<file path="src/rtl/core/lmes_pkg.sv">
`default_nettype none
// ----------------------------------------------------------------------------
// lmes_pkg
// Shared widths, command and effect codes, register indexes and the
// control/status bundles between the scanner controller and datapath.
// ----------------------------------------------------------------------------
package lmes_pkg;

    localparam int CMD_W      = 3;
    localparam int EFF_W      = 2;
    localparam int ROW_W      = 4;
    localparam int PCOL_W     = 3;
    localparam int COL_W      = 8;
    localparam int ELAPSED_W  = 20;
    localparam int DUR_W      = 16;
    localparam int HALF_W     = 13;
    localparam int REP_W      = 4;
    localparam int CFG_ADDR_W = 2;
    localparam int CFG_DATA_W = 16;

    localparam logic [CMD_W-1:0] CMD_TICK  = 3'd0;
    localparam logic [CMD_W-1:0] CMD_SCAN  = 3'd1;
    localparam logic [CMD_W-1:0] CMD_START = 3'd2;
    localparam logic [CMD_W-1:0] CMD_WRITE = 3'd3;
    localparam logic [CMD_W-1:0] CMD_CLEAR = 3'd4;

    localparam logic [EFF_W-1:0] EFF_NONE  = 2'd0;
    localparam logic [EFF_W-1:0] EFF_FILL  = 2'd1;
    localparam logic [EFF_W-1:0] EFF_FLASH = 2'd2;

    localparam logic [CFG_ADDR_W-1:0] REG_SCAN_DUR   = 2'd0;
    localparam logic [CFG_ADDR_W-1:0] REG_FLASH_HALF = 2'd1;
    localparam logic [CFG_ADDR_W-1:0] REG_FLASH_REP  = 2'd2;

    localparam logic [DUR_W-1:0]  SCAN_DUR_RST   = 16'd2000;
    localparam logic [HALF_W-1:0] FLASH_HALF_RST = 13'd500;
    localparam logic [REP_W-1:0]  FLASH_REP_RST  = 4'd3;

    localparam logic [ELAPSED_W-1:0] ELAPSED_MAX = 20'hFFFFF;

    // Commands from the controller to the datapath
    typedef struct packed {
        logic latch;
        logic exec;
        logic prep;
        logic div_start;
        logic finish;
        logic flash_apply;
        logic fill_load;
        logic fill_row;
        logic elapsed_inc;
        logic out_load;
    } lmes_ctl_t;

    // Status from the datapath to the controller
    typedef struct packed {
        logic [CMD_W-1:0] cmd;
        logic [EFF_W-1:0] effect;
        logic             bound_hit;
        logic             div_done;
        logic             fill_last;
        logic             out_free;
    } lmes_stat_t;

endpackage
`default_nettype wire

</file>
<file path="src/rtl/core/lmes_ifs.sv">
`default_nettype none
// ----------------------------------------------------------------------------
// lmes_ifs
// Valid/ready channels of the scanner: command items, result items and
// configuration writes.
// ----------------------------------------------------------------------------
interface lmes_item_if;
    import lmes_pkg::*;

    logic              valid;
    logic              ready;
    logic [CMD_W-1:0]  command;
    logic [EFF_W-1:0]  effect_code;
    logic [ROW_W-1:0]  pixel_row;
    logic [PCOL_W-1:0] pixel_col;
    logic              pixel_on;

    modport source (output valid, command, effect_code, pixel_row, pixel_col, pixel_on,
                    input ready);
    modport sink   (input valid, command, effect_code, pixel_row, pixel_col, pixel_on,
                    output ready);
endinterface

interface lmes_result_if;
    import lmes_pkg::*;

    logic             valid;
    logic             ready;
    logic [ROW_W-1:0] row_index;
    logic             row_drive;
    logic [COL_W-1:0] col_drive;
    logic             frame_end;
    logic [EFF_W-1:0] effect_now;

    modport source (output valid, row_index, row_drive, col_drive, frame_end, effect_now,
                    input ready);
    modport sink   (input valid, row_index, row_drive, col_drive, frame_end, effect_now,
                    output ready);
endinterface

interface lmes_cfg_if;
    import lmes_pkg::*;

    logic                  valid;
    logic                  ready;
    logic [CFG_ADDR_W-1:0] addr;
    logic [CFG_DATA_W-1:0] data;

    modport source (output valid, addr, data, input ready);
    modport sink   (input valid, addr, data, output ready);
endinterface
`default_nettype wire

</file>
<file path="src/rtl/core/lmes_div.sv">
`default_nettype none
// ----------------------------------------------------------------------------
// lmes_div
// Restoring divider, one quotient bit per cycle, MSB first. The caller
// guarantees that the quotient fits in Q_W bits.
// ----------------------------------------------------------------------------
module lmes_div #(
    parameter int Q_W   = 8,
    parameter int DVS_W = 16,
    parameter int DIV_W = 24
) (
    input  wire logic             clk,
    input  wire logic             rst_n,
    input  wire logic             start,
    input  wire logic [DIV_W-1:0] dividend,
    input  wire logic [DVS_W-1:0] divisor,
    output logic                  done,
    output logic [Q_W-1:0]        quotient
);
    localparam int CNT_W = (Q_W > 1) ? $clog2(Q_W) : 1;

    logic             busy_reg, busy_next;
    logic             done_reg, done_next;
    logic [CNT_W-1:0] cnt_reg, cnt_next;
    logic [DIV_W-1:0] rem_reg, rem_next;
    logic [DVS_W-1:0] dvs_reg, dvs_next;
    logic [Q_W-1:0]   quo_reg, quo_next;
    logic [DIV_W-1:0] shifted;
    logic             fits;

    assign shifted = DIV_W'(dvs_reg) << cnt_reg;
    assign fits    = (rem_reg >= shifted);

    always_comb
    begin
        busy_next = busy_reg;
        done_next = 1'b0;
        cnt_next  = cnt_reg;
        rem_next  = rem_reg;
        dvs_next  = dvs_reg;
        quo_next  = quo_reg;
        if (start)
        begin
            busy_next = 1'b1;
            cnt_next  = CNT_W'(Q_W - 1);
            rem_next  = dividend;
            dvs_next  = divisor;
        end
        else if (busy_reg)
        begin
            if (fits)
            begin
                rem_next = rem_reg - shifted;
            end
            quo_next = {quo_reg[Q_W-2:0], fits};
            if (cnt_reg == '0)
            begin
                busy_next = 1'b0;
                done_next = 1'b1;
            end
            else
            begin
                cnt_next = cnt_reg - 1'b1;
            end
        end
    end

    always_ff @(posedge clk or negedge rst_n)
    begin
        if (!rst_n)
        begin
            busy_reg <= 1'b0;
            done_reg <= 1'b0;
            cnt_reg  <= '0;
        end
        else
        begin
            busy_reg <= busy_next;
            done_reg <= done_next;
            cnt_reg  <= cnt_next;
        end
    end

    always_ff @(posedge clk)
    begin
        rem_reg <= rem_next;
        dvs_reg <= dvs_next;
        quo_reg <= quo_next;
    end

    assign done     = done_reg;
    assign quotient = quo_reg;

endmodule
`default_nettype wire

</file>
<file path="src/rtl/core/lmes_dp.sv">
`default_nettype none
// ----------------------------------------------------------------------------
// lmes_dp
// Scanner datapath: pixel store, effect state, elapsed counter, config
// registers, effect arithmetic and the result register.
// ----------------------------------------------------------------------------
module lmes_dp #(
    parameter int ROWS = 8,
    parameter int COLS = 8
) (
    input  wire logic                           clk,
    input  wire logic                           rst_n,
    input  wire lmes_pkg::lmes_ctl_t            ctl,
    output lmes_pkg::lmes_stat_t                stat,
    input  wire logic [lmes_pkg::CMD_W-1:0]     command,
    input  wire logic [lmes_pkg::EFF_W-1:0]     effect_code,
    input  wire logic [lmes_pkg::ROW_W-1:0]     pixel_row,
    input  wire logic [lmes_pkg::PCOL_W-1:0]    pixel_col,
    input  wire logic                           pixel_on,
    input  wire logic                           cfg_we,
    input  wire logic [lmes_pkg::CFG_ADDR_W-1:0] cfg_addr,
    input  wire logic [lmes_pkg::CFG_DATA_W-1:0] cfg_data,
    output logic                                out_valid,
    input  wire logic                           out_ready,
    output logic [lmes_pkg::ROW_W-1:0]          row_index,
    output logic                                row_drive,
    output logic [lmes_pkg::COL_W-1:0]          col_drive,
    output logic                                frame_end,
    output logic [lmes_pkg::EFF_W-1:0]          effect_now
);
    import lmes_pkg::*;

    localparam int RIDX_W = (ROWS > 1) ? $clog2(ROWS) : 1;
    localparam int TOTAL  = ROWS * COLS;
    localparam int LIT_W  = $clog2(TOTAL + 1);
    localparam int Q_W    = (LIT_W > 5) ? LIT_W : 5;
    localparam int DIV_W  = DUR_W + Q_W;

    localparam logic [COL_W-1:0]  COL_MASK = COL_W'((1 << COLS) - 1);
    localparam logic [RIDX_W-1:0] LAST_ROW = RIDX_W'(ROWS - 1);
    localparam logic [LIT_W-1:0]  TOTAL_L  = LIT_W'(TOTAL);
    localparam logic [LIT_W-1:0]  COLS_L   = LIT_W'(COLS);

    // Config registers
    logic [DUR_W-1:0]  dur_reg;
    logic [HALF_W-1:0] half_reg;
    logic [REP_W-1:0]  rep_reg;

    // Latched item
    logic [CMD_W-1:0]  item_cmd_reg;
    logic [EFF_W-1:0]  item_code_reg;
    logic [ROW_W-1:0]  item_row_reg;
    logic [PCOL_W-1:0] item_col_reg;
    logic              item_on_reg;

    // Block state
    logic [COL_W-1:0]     rows_reg [ROWS];
    logic [EFF_W-1:0]     effect_reg;
    logic [ELAPSED_W-1:0] elapsed_reg;
    logic                 display_on_reg;
    logic [RIDX_W-1:0]    scan_row_reg;

    // Effect work registers
    logic [DIV_W-1:0]  mul_reg;
    logic [LIT_W-1:0]  fill_rem_reg;
    logic [RIDX_W-1:0] row_ptr_reg;

    // Pending and presented result
    logic [ROW_W-1:0] res_row_reg;
    logic             res_drive_reg;
    logic [COL_W-1:0] res_cols_reg;
    logic             res_end_reg;
    logic             out_valid_reg;
    logic [ROW_W-1:0] out_row_reg;
    logic             out_drive_reg;
    logic [COL_W-1:0] out_cols_reg;
    logic             out_end_reg;
    logic [EFF_W-1:0] out_eff_reg;

    logic              start_fx;
    logic              write_ok;
    logic [RIDX_W-1:0] rd_addr;
    logic [COL_W-1:0]  rd_word;
    logic [COL_W-1:0]  pix_bit;
    logic [DIV_W-1:0]  div_dividend;
    logic [DUR_W-1:0]  div_divisor;
    logic              div_done;
    logic [Q_W-1:0]    div_quo;
    logic [LIT_W-1:0]  lit;
    logic [3:0]        row_cnt;
    logic [3:0]        low_cnt;
    logic [COL_W:0]    low_ones;
    logic [COL_W-1:0]  fill_mask;
    logic              flash_off;

    assign start_fx = (item_code_reg == EFF_FILL) || (item_code_reg == EFF_FLASH);
    assign write_ok = (effect_reg == EFF_NONE)
                   && ({1'b0, item_row_reg} < (ROW_W + 1)'(ROWS))
                   && ({1'b0, item_col_reg} < (PCOL_W + 1)'(COLS));
    assign rd_addr  = (item_cmd_reg == CMD_SCAN) ? scan_row_reg : item_row_reg[RIDX_W-1:0];
    assign rd_word  = rows_reg[rd_addr];
    assign pix_bit  = COL_W'(1) << (PCOL_W'(COLS - 1) - item_col_reg);

    // Divider operands: fill divides lit count, flash finds the phase number
    assign div_dividend = (effect_reg == EFF_FILL) ? mul_reg : DIV_W'(elapsed_reg);
    assign div_divisor  = (effect_reg == EFF_FILL) ? dur_reg : DUR_W'(half_reg);

    lmes_div #(
        .Q_W   (Q_W),
        .DVS_W (DUR_W),
        .DIV_W (DIV_W)
    ) u_div (
        .clk      (clk),
        .rst_n    (rst_n),
        .start    (ctl.div_start),
        .dividend (div_dividend),
        .divisor  (div_divisor),
        .done     (div_done),
        .quotient (div_quo)
    );

    // Last step of the fill lights everything
    assign lit = ((elapsed_reg + 1'b1) == ELAPSED_W'(dur_reg)) ? TOTAL_L : LIT_W'(div_quo);
    assign flash_off = div_quo[0];

    // Lit pixels of the current row fill the high column pins
    assign row_cnt   = (fill_rem_reg >= COLS_L) ? 4'(COLS) : 4'(fill_rem_reg);
    assign low_cnt   = 4'(COLS) - row_cnt;
    assign low_ones  = ((COL_W + 1)'(1) << low_cnt) - 1'b1;
    assign fill_mask = COL_MASK & ~low_ones[COL_W-1:0];

    always_comb
    begin
        stat.cmd       = item_cmd_reg;
        stat.effect    = effect_reg;
        stat.bound_hit = (effect_reg == EFF_FILL) ? (elapsed_reg >= ELAPSED_W'(dur_reg))
                                                  : (DIV_W'(elapsed_reg) >= mul_reg);
        stat.div_done  = div_done;
        stat.fill_last = (row_ptr_reg == LAST_ROW);
        stat.out_free  = !out_valid_reg || out_ready;
    end

    always_ff @(posedge clk or negedge rst_n)
    begin
        if (!rst_n)
        begin
            dur_reg  <= SCAN_DUR_RST;
            half_reg <= FLASH_HALF_RST;
            rep_reg  <= FLASH_REP_RST;
        end
        else if (cfg_we)
        begin
            case (cfg_addr)
                REG_SCAN_DUR:   dur_reg  <= cfg_data[DUR_W-1:0];
                REG_FLASH_HALF: half_reg <= cfg_data[HALF_W-1:0];
                REG_FLASH_REP:  rep_reg  <= cfg_data[REP_W-1:0];
                default: ;
            endcase
        end
    end

    always_ff @(posedge clk)
    begin
        if (ctl.latch)
        begin
            item_cmd_reg  <= command;
            item_code_reg <= effect_code;
            item_row_reg  <= pixel_row;
            item_col_reg  <= pixel_col;
            item_on_reg   <= pixel_on;
        end
        if (ctl.prep)
        begin
            if (effect_reg == EFF_FILL)
            begin
                mul_reg <= DIV_W'(elapsed_reg[DUR_W-1:0]) * DIV_W'(TOTAL_L);
            end
            else
            begin
                mul_reg <= (DIV_W'(rep_reg) * DIV_W'(half_reg)) << 1;
            end
        end
        if (ctl.fill_load)
        begin
            fill_rem_reg <= lit;
            row_ptr_reg  <= '0;
        end
        else if (ctl.fill_row)
        begin
            fill_rem_reg <= fill_rem_reg - LIT_W'(row_cnt);
            row_ptr_reg  <= row_ptr_reg + 1'b1;
        end
        if (ctl.exec)
        begin
            if (item_cmd_reg == CMD_SCAN)
            begin
                res_row_reg   <= ROW_W'(scan_row_reg);
                res_end_reg   <= (scan_row_reg == LAST_ROW);
                res_drive_reg <= display_on_reg;
                res_cols_reg  <= display_on_reg ? (rd_word & COL_MASK) : '0;
            end
            else
            begin
                res_row_reg   <= '0;
                res_end_reg   <= 1'b0;
                res_drive_reg <= 1'b0;
                res_cols_reg  <= '0;
            end
        end
        if (ctl.out_load)
        begin
            out_row_reg   <= res_row_reg;
            out_drive_reg <= res_drive_reg;
            out_cols_reg  <= res_cols_reg;
            out_end_reg   <= res_end_reg;
            out_eff_reg   <= effect_reg;
        end
    end

    // Pixel store
    always_ff @(posedge clk or negedge rst_n)
    begin
        if (!rst_n)
        begin
            for (int r = 0; r < ROWS; r++)
            begin
                rows_reg[r] <= '0;
            end
        end
        else if (ctl.finish
                 || (ctl.exec && item_cmd_reg == CMD_CLEAR)
                 || (ctl.exec && item_cmd_reg == CMD_START && start_fx))
        begin
            for (int r = 0; r < ROWS; r++)
            begin
                rows_reg[r] <= '0;
            end
        end
        else if (ctl.flash_apply)
        begin
            for (int r = 0; r < ROWS; r++)
            begin
                rows_reg[r] <= flash_off ? '0 : COL_MASK;
            end
        end
        else if (ctl.exec && item_cmd_reg == CMD_WRITE && write_ok)
        begin
            rows_reg[rd_addr] <= item_on_reg ? (rd_word | pix_bit) : (rd_word & ~pix_bit);
        end
        else if (ctl.fill_row)
        begin
            rows_reg[row_ptr_reg] <= fill_mask;
        end
    end

    // Effect mode, display enable, elapsed count, scan pointer, result valid
    always_ff @(posedge clk or negedge rst_n)
    begin
        if (!rst_n)
        begin
            effect_reg     <= EFF_NONE;
            display_on_reg <= 1'b1;
            elapsed_reg    <= '0;
            scan_row_reg   <= '0;
            out_valid_reg  <= 1'b0;
        end
        else
        begin
            if (ctl.exec && item_cmd_reg == CMD_START)
            begin
                if (item_code_reg == EFF_NONE)
                begin
                    effect_reg     <= EFF_NONE;
                    display_on_reg <= 1'b1;
                end
                else if (start_fx)
                begin
                    effect_reg     <= item_code_reg;
                    display_on_reg <= 1'b1;
                end
            end
            else if (ctl.finish || (ctl.exec && item_cmd_reg == CMD_CLEAR))
            begin
                effect_reg     <= EFF_NONE;
                display_on_reg <= 1'b1;
            end
            else if (ctl.fill_load)
            begin
                display_on_reg <= 1'b1;
            end
            else if (ctl.flash_apply)
            begin
                display_on_reg <= !flash_off;
            end

            if (ctl.exec && item_cmd_reg == CMD_START && start_fx)
            begin
                elapsed_reg <= '0;
            end
            else if (ctl.elapsed_inc && elapsed_reg != ELAPSED_MAX)
            begin
                elapsed_reg <= elapsed_reg + 1'b1;
            end

            if (ctl.exec && item_cmd_reg == CMD_SCAN)
            begin
                scan_row_reg <= (scan_row_reg == LAST_ROW) ? '0 : scan_row_reg + 1'b1;
            end

            if (ctl.out_load)
            begin
                out_valid_reg <= 1'b1;
            end
            else if (out_ready)
            begin
                out_valid_reg <= 1'b0;
            end
        end
    end

    assign out_valid  = out_valid_reg;
    assign row_index  = out_row_reg;
    assign row_drive  = out_drive_reg;
    assign col_drive  = out_cols_reg;
    assign frame_end  = out_end_reg;
    assign effect_now = out_eff_reg;

    a_finish_idle : assert property (@(posedge clk) disable iff (!rst_n)
        ctl.finish |=> (effect_reg == EFF_NONE) && display_on_reg)
        else $error("effect not stopped after finish");

    a_fill_used : assert property (@(posedge clk) disable iff (!rst_n)
        (ctl.fill_row && row_ptr_reg == LAST_ROW) |=> (fill_rem_reg == '0))
        else $error("fill rebuild left pixels unplaced");

    a_frame_wrap : assert property (@(posedge clk) disable iff (!rst_n)
        (ctl.exec && item_cmd_reg == CMD_SCAN) |=> (res_end_reg == (scan_row_reg == '0)))
        else $error("frame end out of step with scan pointer");

endmodule
`default_nettype wire

</file>
<file path="src/rtl/core/lmes_ctrl.sv">
`default_nettype none
// ----------------------------------------------------------------------------
// lmes_ctrl
// Sequencer for one item at a time: decode, effect arithmetic, divider wait,
// row rebuild and hand-off to the result register.
// ----------------------------------------------------------------------------
module lmes_ctrl (
    input  wire logic                 clk,
    input  wire logic                 rst_n,
    input  wire logic                 item_valid,
    output logic                      item_ready,
    input  wire lmes_pkg::lmes_stat_t stat,
    output lmes_pkg::lmes_ctl_t       ctl
);
    import lmes_pkg::*;

    localparam logic [2:0] S_IDLE  = 3'd0;
    localparam logic [2:0] S_EXEC  = 3'd1;
    localparam logic [2:0] S_PREP  = 3'd2;
    localparam logic [2:0] S_CHECK = 3'd3;
    localparam logic [2:0] S_DIV   = 3'd4;
    localparam logic [2:0] S_APPLY = 3'd5;
    localparam logic [2:0] S_ROWS  = 3'd6;
    localparam logic [2:0] S_DONE  = 3'd7;

    logic [2:0] state_reg, state_next;
    logic       fx_running;

    assign fx_running = (stat.effect == EFF_FILL) || (stat.effect == EFF_FLASH);

    always_comb
    begin
        state_next = state_reg;
        ctl        = '0;
        item_ready = 1'b0;
        case (state_reg)
            S_IDLE:
            begin
                item_ready = 1'b1;
                if (item_valid)
                begin
                    ctl.latch  = 1'b1;
                    state_next = S_EXEC;
                end
            end
            S_EXEC:
            begin
                ctl.exec = 1'b1;
                if (stat.cmd == CMD_TICK && fx_running)
                begin
                    state_next = S_PREP;
                end
                else
                begin
                    ctl.elapsed_inc = (stat.cmd == CMD_TICK);
                    state_next      = S_DONE;
                end
            end
            S_PREP:
            begin
                ctl.prep   = 1'b1;
                state_next = S_CHECK;
            end
            S_CHECK:
            begin
                if (stat.bound_hit)
                begin
                    ctl.finish      = 1'b1;
                    ctl.elapsed_inc = 1'b1;
                    state_next      = S_DONE;
                end
                else
                begin
                    ctl.div_start = 1'b1;
                    state_next    = S_DIV;
                end
            end
            S_DIV:
            begin
                if (stat.div_done)
                begin
                    state_next = S_APPLY;
                end
            end
            S_APPLY:
            begin
                if (stat.effect == EFF_FLASH)
                begin
                    ctl.flash_apply = 1'b1;
                    ctl.elapsed_inc = 1'b1;
                    state_next      = S_DONE;
                end
                else
                begin
                    ctl.fill_load = 1'b1;
                    state_next    = S_ROWS;
                end
            end
            S_ROWS:
            begin
                ctl.fill_row = 1'b1;
                if (stat.fill_last)
                begin
                    ctl.elapsed_inc = 1'b1;
                    state_next      = S_DONE;
                end
            end
            S_DONE:
            begin
                // hold until the result register can take the beat
                if (stat.out_free)
                begin
                    ctl.out_load = 1'b1;
                    state_next   = S_IDLE;
                end
            end
            default:
            begin
                state_next = S_IDLE;
            end
        endcase
    end

    always_ff @(posedge clk or negedge rst_n)
    begin
        if (!rst_n)
        begin
            state_reg <= S_IDLE;
        end
        else
        begin
            state_reg <= state_next;
        end
    end

    a_load_free : assert property (@(posedge clk) disable iff (!rst_n)
        ctl.out_load |-> stat.out_free)
        else $error("result loaded over an untaken beat");

    a_div_enter : assert property (@(posedge clk) disable iff (!rst_n)
        ctl.div_start |=> (state_reg == S_DIV) && !stat.div_done)
        else $error("divider start not followed by wait");

    a_div_hold : assert property (@(posedge clk) disable iff (!rst_n)
        (state_reg == S_DIV && !stat.div_done) |=> (state_reg == S_DIV))
        else $error("left divider wait early");

endmodule
`default_nettype wire

</file>
<file path="src/rtl/core/led_matrix_effect_scanner_top.sv">
// Sequencing: scan, write, start and clear items and a tick with no effect running go
//   from execute to result load; an effect tick adds prep, a bound check and, unless that
//   ends it, a Q-bit divide (Q = max(5, clog2(ROWS*COLS+1))) and a flash or fill step.
// Throughput: one item at a time; the serial divider gives one quotient bit a cycle, the
//   fill pattern is rebuilt one row a cycle; a new item is taken in the cycle after load.
// Reset: store, effect, elapsed count and scan row clear, display on, registers 2000/500/3.
`default_nettype none
// ----------------------------------------------------------------------------
// led_matrix_effect_scanner_top
// Multiplexed LED matrix driver with fill and flash effects.
// ----------------------------------------------------------------------------
module led_matrix_effect_scanner_top #(
    parameter int ROWS = 8,
    parameter int COLS = 8
) (
    input  wire logic   clk,
    input  wire logic   rst_n,
    lmes_item_if.sink   item,
    lmes_result_if.source result,
    lmes_cfg_if.sink    cfg
);
    import lmes_pkg::*;

    lmes_ctl_t  ctl;
    lmes_stat_t stat;

    assign cfg.ready = 1'b1;

    lmes_ctrl u_ctrl (
        .clk        (clk),
        .rst_n      (rst_n),
        .item_valid (item.valid),
        .item_ready (item.ready),
        .stat       (stat),
        .ctl        (ctl)
    );

    lmes_dp #(
        .ROWS (ROWS),
        .COLS (COLS)
    ) u_dp (
        .clk         (clk),
        .rst_n       (rst_n),
        .ctl         (ctl),
        .stat        (stat),
        .command     (item.command),
        .effect_code (item.effect_code),
        .pixel_row   (item.pixel_row),
        .pixel_col   (item.pixel_col),
        .pixel_on    (item.pixel_on),
        .cfg_we      (cfg.valid),
        .cfg_addr    (cfg.addr),
        .cfg_data    (cfg.data),
        .out_valid   (result.valid),
        .out_ready   (result.ready),
        .row_index   (result.row_index),
        .row_drive   (result.row_drive),
        .col_drive   (result.col_drive),
        .frame_end   (result.frame_end),
        .effect_now  (result.effect_now)
    );

endmodule
`default_nettype wire

</file>
<file path="src/flat_wrapper.sv">
// flat-port wrapper written by rule: the top's interface ports become plain ports
module led_matrix_effect_scanner_top_flat import lmes_pkg::*;
#(
    parameter int ROWS = 8,
    parameter int COLS = 8
)
  (clk, rst_n, item_valid, item_command, item_effect_code, item_pixel_row, item_pixel_col, item_pixel_on, item_ready, result_valid, result_row_index, result_row_drive, result_col_drive, result_frame_end, result_effect_now, result_ready, cfg_valid, cfg_addr, cfg_data, cfg_ready);
  lmes_item_if item_i ();
  lmes_result_if result_i ();
  lmes_cfg_if cfg_i ();
  input  wire logic clk;
  input  wire logic rst_n;
  input wire logic [$bits(item_i.valid)-1:0] item_valid;
  input wire logic [$bits(item_i.command)-1:0] item_command;
  input wire logic [$bits(item_i.effect_code)-1:0] item_effect_code;
  input wire logic [$bits(item_i.pixel_row)-1:0] item_pixel_row;
  input wire logic [$bits(item_i.pixel_col)-1:0] item_pixel_col;
  input wire logic [$bits(item_i.pixel_on)-1:0] item_pixel_on;
  output wire logic [$bits(item_i.ready)-1:0] item_ready;
  output wire logic [$bits(result_i.valid)-1:0] result_valid;
  output wire logic [$bits(result_i.row_index)-1:0] result_row_index;
  output wire logic [$bits(result_i.row_drive)-1:0] result_row_drive;
  output wire logic [$bits(result_i.col_drive)-1:0] result_col_drive;
  output wire logic [$bits(result_i.frame_end)-1:0] result_frame_end;
  output wire logic [$bits(result_i.effect_now)-1:0] result_effect_now;
  input wire logic [$bits(result_i.ready)-1:0] result_ready;
  input wire logic [$bits(cfg_i.valid)-1:0] cfg_valid;
  input wire logic [$bits(cfg_i.addr)-1:0] cfg_addr;
  input wire logic [$bits(cfg_i.data)-1:0] cfg_data;
  output wire logic [$bits(cfg_i.ready)-1:0] cfg_ready;
  assign item_i.valid = item_valid;
  assign item_i.command = item_command;
  assign item_i.effect_code = item_effect_code;
  assign item_i.pixel_row = item_pixel_row;
  assign item_i.pixel_col = item_pixel_col;
  assign item_i.pixel_on = item_pixel_on;
  assign item_ready = item_i.ready;
  assign result_valid = result_i.valid;
  assign result_row_index = result_i.row_index;
  assign result_row_drive = result_i.row_drive;
  assign result_col_drive = result_i.col_drive;
  assign result_frame_end = result_i.frame_end;
  assign result_effect_now = result_i.effect_now;
  assign result_i.ready = result_ready;
  assign cfg_i.valid = cfg_valid;
  assign cfg_i.addr = cfg_addr;
  assign cfg_i.data = cfg_data;
  assign cfg_ready = cfg_i.ready;
  led_matrix_effect_scanner_top #(.ROWS(ROWS), .COLS(COLS)) u_core (.clk(clk), .rst_n(rst_n), .item(item_i), .result(result_i), .cfg(cfg_i));
endmodule
</file>
<file path="config.mk">
export PLATFORM = sky130hd
export DESIGN_NAME = led_matrix_effect_scanner_top_flat
export DESIGN_NICKNAME = d
export VERILOG_FILES = /design/src/rtl/core/lmes_pkg.sv /design/src/rtl/core/lmes_ifs.sv /design/src/rtl/core/lmes_div.sv /design/src/rtl/core/lmes_dp.sv /design/src/rtl/core/lmes_ctrl.sv /design/src/rtl/core/led_matrix_effect_scanner_top.sv /design/src/flat_wrapper.sv
export SDC_FILE = /design/constraint.sdc
export NUM_CORES = 1
export LEC_CHECK = 0
export BUFFER_PORTS_ARGS = -buffer_cell sky130_fd_sc_hd__buf_2
export CAP_MARGIN = 20
export CORE_UTILIZATION = 40
export CTS_CLUSTER_SIZE = 14
export DETAILED_ROUTE_END_ITERATION = 8
export GPL_ROUTABILITY_DRIVEN = 0
export SLEW_MARGIN = 20
export SYNTH_ARGS = -nofsm -noshare
export SYNTH_HDL_FRONTEND = slang
export SYNTH_SLANG_ARGS = --single-unit
</file>
<file path="constraint.sdc">
create_clock -name clk -period 10.7 [get_ports clk]
set_input_delay 1.07 -clock clk [delete_from_list [all_inputs] [get_ports clk]]
set_output_delay 1.07 -clock clk [all_outputs]
set_load 0.01 [all_outputs]
</file>
==> results.toml, run 1 <==
[status]
run_status = "completed"

[timing]
final.setup.worst_slack_ns = 6.27
finalCritPeriodShare_pct = 41.4
fin_crit_ns = 4.43
worst_pin_slew_ns = 1.19
grt_setup_unrepaired = "false"
setup_viol = 0
final-max-slew-violation-count = 0
fmax_ghz = 0.226
skew_ns = 0.0280
slew_headroom_pct = 20.2
final_hold_viol_count = 0
hold_ws_ns = 0.417
finalSetupTns_ns = 0

[power_and_ir_drop]
internal_power_uw = 3380
clkPwrFrac_pct = 23.0
p_per_area_nw_per_um2 = 309
netSwitchingFraction_pct = 39.3
ir_drop_uv = 169
seq_power_share_pct = 31.1
power_switching_uw = 2190
combPwrFrac_pct = 45.9
leakagePower_uw = 0.00766

[placement]
preCtsSetupSlack_ns = 6.07
portBuffers = 52
dpl.hpwl_um = 29600
placed_cell_area_um2 = 16800

[worst_setup_path]
worstPathMaxFanout = 14
crit_end = "u_core.u_dp.mul_reg[16]$_DFFE_PP_"
cp_data_required_time_ns = 10.99
r2r-start = "u_core.u_dp.rep_reg[3]$_DFFE_PN0P_"
critPathLaunchType = "register"
rr_worst_depth = 13
r2r_slack_ns = 6.27
reg2reg_to = "u_core.u_dp.mul_reg[16]$_DFFE_PP_"
end_kind = "register"
critical_path_class = "reg2reg"
critPathLaunch = "u_core.u_dp.rep_reg[3]$_DFFE_PN0P_"
worstPathArrival_ns = 4.71

[synthesis]
synthesis.area_um2 = 16100
yosys-top-cells-area = "edfxtp_1 21%, dfrtp_1 18%, ha_1 7.1%"
synth.most_common_cell = "nor2_1"
yosys.area.top_type = "edfxtp_1"
ys_types = 86
synth_commonest_cells = "147 x nor2_1, 144 x nand2_1, 117 x dfrtp_1, 115 x edfxtp_1, 104 x inv_1"
async_flop_share_pct = 52.8
syn_inst = 1605
yosys_warnings = 0
netlist.area_leader.share_pct = 21.4
ys_ff_latch = 250
yosysSeqAreaShare_pct = 42.5
ys.flop_type = "dfrtp_1"
synth_edf_count = 115
syn_area_per_cell_um2 = 10.0

[route]
drt-wirelength-per-cell_um = 19.0
via_per_inst = 5.65
drc = 0
routed_wl_um = 41300
drtAntennaViolNets = 0
vias = 12300
drt_first_iter_violations = 1013
drt_first_pass_iters = 7

[cts]
worstSkewPairLatency_ns = 0.59
cts_tree = "done"
cts_htree_levels = 1
post_cts_buffers = 0
cts_buffer_depth = 3
postCtsResizedCells = 0
cts-root-buf = "clkbuf_16"
cts_hold_buf = 0
clk_pin_slew_ns = 0.06
cts_sinks = 250
numCtsBuffers = 31

[cells_and_area]
final_layout_size_suffix_gt1_share_pct = 13.0
antenna_cells = 0
areaGrowthSynthToFinish_pct = 11.9
design_area_um2 = 18000
n_fill_cell = 3739
fin_nets = 1769
largest_register_ffs = 64
fin_util_pct = 45.3

[floorplan]
io-pin-count = 55
core_area_um2 = 39700
die_w_um = 203
rows = 73
start_util_pct = 40.5
die-area_um2 = 41100
fp.dieH_um = 203

[grt]
grt_usage_pct = 20.2
antenna_found_initial = 0
grt_pass1_wl_um = 65900
grt_pass1_vias = 11600
grt_start_max_net_pins = 78
grt_overflow = 0

[hold_path]
hold_path_class = "reg2reg"

[job]
maxCapViolCount = 0
## area by class of cell
type / instances / area (µm²) / share of cell area, %
Clock buffer: 32 / 779 / 4.33
Clock inverter: 26 / 478 / 2.65
Inverter: 105 / 394 / 2.19
Multi-Input combinational cell: 1165 / 8500 / 47.2
Sequential cell: 250 / 6840 / 37.9
Tap cell: 525 / 657 / 3.65
Timing Repair Buffer: 65 / 364 / 2.02
## metrics by stage
stage	total power [µW]	cells
floorplan	3650	1606
global placement	4230	2110
detailed placement	4280	2110
CTS	5590	2168
global route	5980	2168
finish	5570	2168
## critical path, stage by stage (launching register included)
cell and delay, ns:
dfrtp_1 0.59, nand2_1 0.14, fa_1 0.55, inv_1 0.05
fa_1 0.52, ha_1 0.32, a21oi_1 0.17, o21ai_0 0.14
a2111oi_0 0.60, o31ai_1 0.23, or4_1 0.42, a31oi_1 0.20
xor2_1 0.15, o21ai_0 0.07
## power by group through the flow
stage          sequential [µW]  combinational, µW  clock (µW)
4_1_cts                   1730               2550        1300
5_1_grt                   1770               2860        1340
2_1_floorplan             1600               2050           0
3_5_place_dp              1750               2540           0
3_3_place_gp              1740               2500           0
6_report                  1730               2560        1280
## worst min-delay path by stage
stage	start	endpoint	slack, ns	cells past startpoint
after floorplan	u_core.u_dp.res_cols_reg[0]$_SDFFCE_PN0P_	u_core.u_dp.col_drive[0]$_DFFE_PP_	0.40	0
after global placement	u_core.u_dp.res_end_reg$_SDFFCE_PN0P_	u_core.u_dp.frame_end$_DFFE_PP_	0.40	0
after detailed placement	u_core.u_dp.res_cols_reg[6]$_SDFFCE_PN0P_	u_core.u_dp.col_drive[6]$_DFFE_PP_	0.40	0
after CTS	u_core.u_dp.res_cols_reg[6]$_SDFFCE_PN0P_	u_core.u_dp.col_drive[6]$_DFFE_PP_	0.42	0
after global routing	u_core.u_dp.res_cols_reg[3]$_SDFFCE_PN0P_	u_core.u_dp.col_drive[3]$_DFFE_PP_	0.43	0
final	u_core.u_dp.res_cols_reg[6]$_SDFFCE_PN0P_	u_core.u_dp.col_drive[6]$_DFFE_PP_	0.42	0
## kinds of logic after synthesis
| family | share of synthesized area [%] |
|---|---|
| xor+xnor | 2.99 |
| flops | 42.5 |
| buf+inv | 4.83 |
| compound gates | 15.0 |
| other cells | 0.0466 |
| mux | 8.48 |
| simple gates | 16.2 |
| fa+ha+maj | 10.0 |
## layout by cell type, fill, tap and decap left out, drive strengths merged, types with 9 or more instances in the layout
cell	Yosys	layout
a211o	10	10
a211oi	16	16
a21o	16	16
a21oi	60	60
a221o	9	9
a22oi	48	48
a31oi	12	12
a32o	11	11
and2	51	51
and3	27	27
buf	25	65
bufinv	0	12
clkbuf	61	32
dfrtp	117	117
dfstp	15	15
edfxtp	115	115
fa	23	23
ha	92	92
inv	104	108
mux2	40	40
mux2i	50	50
mux4	17	17
nand2	144	144
nand2b	11	11
nand3	38	38
nand4	16	16
nor2	147	147
nor2b	14	14
nor3	38	38
nor3b	14	14
nor4	10	10
o21ai	86	86
o31ai	12	12
xnor2	36	36
xor2	19	19
## layer usage
metal	wire [µm]	share of wire, %	vias to the layer above	track usage (%)
met4	858	2.1	0	4.97
li1	-	-	5840	-
met1	19700	48	6000	29.7
met3	2070	5.0	55	2.38
met2	18700	45	360	31.4
met5	0	0	-	0
Note: power is estimated with default switching activity, not from simulation.
==> run 2: changes to the inputs <==
- clock period: 10.7 -> 4.6 ns (I/O delays scaled with it)
==> results.toml, run 2 (synthesis gave the netlist of run 1 again) <==
[status]
run_status = "finished, violations left"
violations = "hold timing"

[placement]
dpl.hpwl_um = 30400
dp.cells = 2121
placed_cell_area_um2 = 16800
portBuffers = 52

[route]
drc = 0
vias = 12400
via_per_inst = 5.68
drt-wirelength-per-cell_um = 19.3
drt_first_pass_iters = 8
drtAntennaViolNets = 0
routed_wl_um = 42100
drt_first_iter_violations = 976

[timing]
worst_pin_slew_ns = 1.01
finalSetupTns_ns = 0
slew_headroom_pct = 32.3
hold_ws_ns = -0.0320
finalCritPeriodShare_pct = 95.1
fin_crit_ns = 4.37
final-max-slew-violation-count = 0
setup_viol = 0
skew_ns = 0.0118
fmax_ghz = 0.229
grt_setup_unrepaired = "false"
final_hold_viol_count = 5

[cts]
cts_sinks = 250
clk_pin_slew_ns = 0.06
cts_htree_levels = 1
post_cts_buffers = 0
cts_hold_buf = 0
cts-root-buf = "clkbuf_16"
cts_buffer_depth = 3
numCtsBuffers = 31
worstSkewPairLatency_ns = 0.59
cts_tree = "done"
postCtsResizedCells = 0

[hold_path]
hold_path_class = "in2async"

[cells_and_area]
antenna_cells = 0
fin_util_pct = 45.4
final_layout_size_suffix_gt1_share_pct = 13.8
final_common_cell = "nor2_1"
fin_cells = 2179
areaGrowthSynthToFinish_pct = 12.1
largest_register_ffs = 64
fin_nets = 1780
final_cell_mix = "147 x nor2_1, 144 x nand2_1, 115 x dfrtp_1, 115 x edfxtp_1, 104 x inv_1"
design_area_um2 = 18100

[worst_setup_path]
worstPathMaxFanout = 14
critical_path_class = "reg2reg"
worstPathArrival_ns = 4.68
cp_data_required_time_ns = 4.90
end_kind = "register"
rr_worst_depth = 13
critPathLaunchType = "register"

[grt]
grt_pass1_vias = 11900
grt_start_max_net_pins = 101
antenna_found_initial = 0
grt_pass1_wl_um = 66600
grt_usage_pct = 20.5
grt_overflow = 0

[job]
maxCapViolCount = 0

[floorplan]
start_util_pct = 40.5
rows = 73
core_area_um2 = 39700
die_w_um = 203
die-area_um2 = 41100
fp.dieH_um = 203
io-pin-count = 55

[power_and_ir_drop]
leakagePower_uw = 0.00769
p_per_area_nw_per_um2 = 715
ir_drop_uv = 321
[run 2: power breakdown]
group / internal [µW] / total, µW / switching, µW
clock network: 1810 / 2880 / 1070
logic: 2570 / 6040 / 3480
registers: 3400 / 3980 / 575
[run 2: worst paths after layout]
check / startpoint / end / slack [ns]
setup / recovery: u_core.u_dp.rep_reg[1]$_DFFE_PN1P_ / u_core.u_dp.mul_reg[17]$_DFFE_PP_ / 0.23
min in group clk: item_pixel_row[1] / u_core.u_dp.item_row_reg[1]$_DFFE_PP_ / 0.04
hold / removal: rst_n / u_core.u_dp.scan_row_reg[1]$_DFFE_PN0P_ / -0.03
setup reg to reg: u_core.u_dp.rep_reg[1]$_DFFE_PN1P_ / u_core.u_dp.mul_reg[17]$_DFFE_PP_ / 0.23
hold reg to reg: u_core.u_dp.res_drive_reg$_SDFFCE_PN0P_ / u_core.u_dp.row_drive$_DFFE_PP_ / 0.42
max in group asynchronous: rst_n / u_core.u_dp.half_reg[4]$_DFFE_PN1P_ / 3.49
[run 2: area by class of cell]
class / count / area, µm²
timing repair buffer: 76 / 447
tap: 525 / 657
multi-input combinational: 1165 / 8510
fill: 3714 / 21700
clock inverter: 27 / 433
sequential: 250 / 6840
clock buffer: 31 / 776
inverter: 105 / 394
[run 2: layer usage]
metal	global-route usage [%]	vias to the layer above	wire [µm]
met5	0	-	0
met4	5.21	0	866
met3	2.54	64	2280
met2	32.4	341	19100
met1	29.6	6102	19900
li1	-	5862	-
[run 2: metrics by stage]
stage	power (µW)	worst slack (ns)
3_5_place_dp	9990	0.209
6_report	12900	0.226
3_3_place_gp	9840	0.277
4_1_cts	12900	0.199
2_1_floorplan	8490	0.422
5_1_grt	13800	0.0137
[run 2: worst max-delay path, stage by stage, from the launching register on]
cell and delay (ns):
dfstp_2 0.67, nand2_1 0.11, fa_1 0.48, inv_1 0.05, fa_1 0.54, fa_1 0.47
a21o_1 0.18, a211oi_1 0.29, o21ai_0 0.19, a31o_2 0.26, or4_1 0.40, a31oi_1 0.21
xor2_1 0.17, o21ai_0 0.09
==> run 3: changes to the inputs <==
- CORE_MARGIN: default -> 3
- PLACE_DENSITY_LB_ADDON: default -> 0.3
- SLEW_MARGIN: 20 -> 5
==> results.toml, run 3 (synthesis gave the netlist of run 1 again) <==
[grt]
grt_overflow = 0
grt_pass1_wl_um = 65700
grt_pass1_vias = 11900
antenna_found_initial = 0
grt_start_max_net_pins = 101
grt_usage_pct = 19.2

[timing]
grt_setup_unrepaired = "false"
final.setup.worst_slack_ns = 0.331
final_hold_viol_count = 0
slew_headroom_pct = 31.8
worst_pin_slew_ns = 1.02
finalCritPeriodShare_pct = 92.8
fmax_ghz = 0.234
fin_crit_ns = 4.27
setup_viol = 0
final-max-slew-violation-count = 0
skew_ns = 0.0460
finalSetupTns_ns = 0

[cts]
worstSkewPairLatency_ns = 0.60
clk_pin_slew_ns = 0.06
cts_tree = "done"
cts_sinks = 250
cts_htree_levels = 1
numCtsBuffers = 30
cts_buffer_depth = 3
cts-root-buf = "clkbuf_16"

[floorplan]
start_util_pct = 41.1
die_w_um = 207
core_area_um2 = 39200
die-area_um2 = 42700
rows = 72
io-pin-count = 55
fp.dieH_um = 207

[placement]
portBuffers = 52
dpl.hpwl_um = 29800
preCtsSetupSlack_ns = 0.226
dp.cells = 2114

[worst_setup_path]
worstPathArrival_ns = 4.55
cpPeakStageDelay_ns = 0.54
cp_data_required_time_ns = 4.88
cp_slowest_cell = "fa_1"
worstPathMaxFanout = 14
worstPathBufferInverterCount = 2
rr_worst_depth = 13
cp.depth = 13
crit_end = "u_core.u_dp.mul_reg[16]$_DFFE_PP_"
critPathLaunchType = "register"
critical_path_class = "reg2reg"
reg2reg_to = "u_core.u_dp.mul_reg[16]$_DFFE_PP_"
crit_family = "adder cells"
end_kind = "register"
r2r-start = "u_core.u_dp.rep_reg[3]$_DFFE_PN0P_"
r2r_slack_ns = 0.33
cp_cell_sequence = "and2_1, fa_1, inv_1, fa_1, inv_1, ha_1, o21a_1, a2111oi_1, o31ai_1, or4_1, a31oi_1, xor2_1, o21ai_0"
critPathLaunch = "u_core.u_dp.rep_reg[3]$_DFFE_PN0P_"

[power_and_ir_drop]
combPwrFrac_pct = 48.7
internal_power_uw = 7420
clkPwrFrac_pct = 19.4
leakagePower_uw = 0.00765
netSwitchingFraction_pct = 40.3
seq_power_share_pct = 31.9
power_switching_uw = 5010
p_per_area_nw_per_um2 = 694
ir_drop_uv = 405

[route]
vias = 12400
drt-wirelength-per-cell_um = 18.9
drtAntennaViolNets = 0
drt_first_pass_iters = 5
drt_first_iter_violations = 932
drc = 0
routed_wl_um = 41100
via_per_inst = 5.70

[cells_and_area]
final_cell_mix = "147 x nor2_1, 144 x nand2_1, 115 x dfrtp_1, 115 x edfxtp_1, 104 x inv_1"
largest_register_ffs = 64
antenna_cells = 0
final_layout_size_suffix_gt1_share_pct = 13.4
fin_cells = 2176
fin_nets = 1785
n_fill_cell = 3725
areaGrowthSynthToFinish_pct = 11.2
final_common_cell = "nor2_1"

[job]
maxCapViolCount = 0

[status]
run_status = "completed"

[hold_path]
hold_path_class = "in2reg"
-- run 3: power by group through the flow --
| stage | Sequential [µW] | Combinational (µW) | Clock (µW) |
|---|---|---|---|
| after global placement | 3960 | 5870 | 0 |
| after CTS | 3950 | 6010 | 2470 |
| after detailed placement | 3990 | 5960 | 0 |
| after global routing | 4040 | 6840 | 2570 |
| final | 3960 | 6050 | 2420 |
| after floorplan | 3730 | 4760 | 0 |
-- run 3: per-layer routing --
layer	up-vias	wire [µm]	track usage, %
li1	5889	-	-
met1	6097	19400	28.2
met2	353	18600	30.4
met3	66	2040	2.26
met4	0	1030	4.87
met5	-	0	0
-- run 3: timing repair --
item,CTS,global route
endpoints found under the setup margin,0,2
hold buffers,0,1
buffers inserted,0,3
endpoints found under the hold margin,0,1
gates resized for setup,0,3
-- run 3: how the worst min path moves through the flow --
stage	from	endpoint	slack, ns	cells after the start
finish	item_pixel_row[1]	u_core.u_dp.item_row_reg[1]$_DFFE_PP_	0.04	1
global route	item_pixel_row[2]	u_core.u_dp.item_row_reg[2]$_DFFE_PP_	0.02	1
CTS	rst_n	u_core.u_dp.scan_row_reg[1]$_DFFE_PN0P_	0.02	1
detailed placement	u_core.u_dp.res_cols_reg[0]$_SDFFCE_PN0P_	u_core.u_dp.col_drive[0]$_DFFE_PP_	0.40	0
global placement	u_core.u_dp.res_row_reg[0]$_SDFFCE_PN0P_	u_core.u_dp.row_index[0]$_DFFE_PP_	0.40	0
floorplan	rst_n	u_core.u_ctrl.state_reg[0]$_DFFE_PN0P_	0.16	0
-- run 3: through the flow --
stage	total power [µW]	hold slack, ns	instance area, µm²	util (%)
after detailed placement	9960	0.405	16800	42.9
after global routing	13400	0.0181	17900	45.7
after floorplan	8490	0.164	16100	-
final	12400	0.0405	17900	45.7
after CTS	12400	0.0153	17900	45.6
after global placement	9840	0.404	16800	42.9
-- run 3: cell type report --
class | instances | area, µm² | share of cell area [%]
Clock buffer | 45 | 921 | 5.14
Clock inverter | 11 | 111 | 0.622
Inverter | 105 | 394 | 2.20
Multi-Input combinational cell | 1165 | 8500 | 47.5
Sequential cell | 250 | 6840 | 38.2
Tap cell | 518 | 648 | 3.62
Timing Repair Buffer | 82 | 489 | 2.73
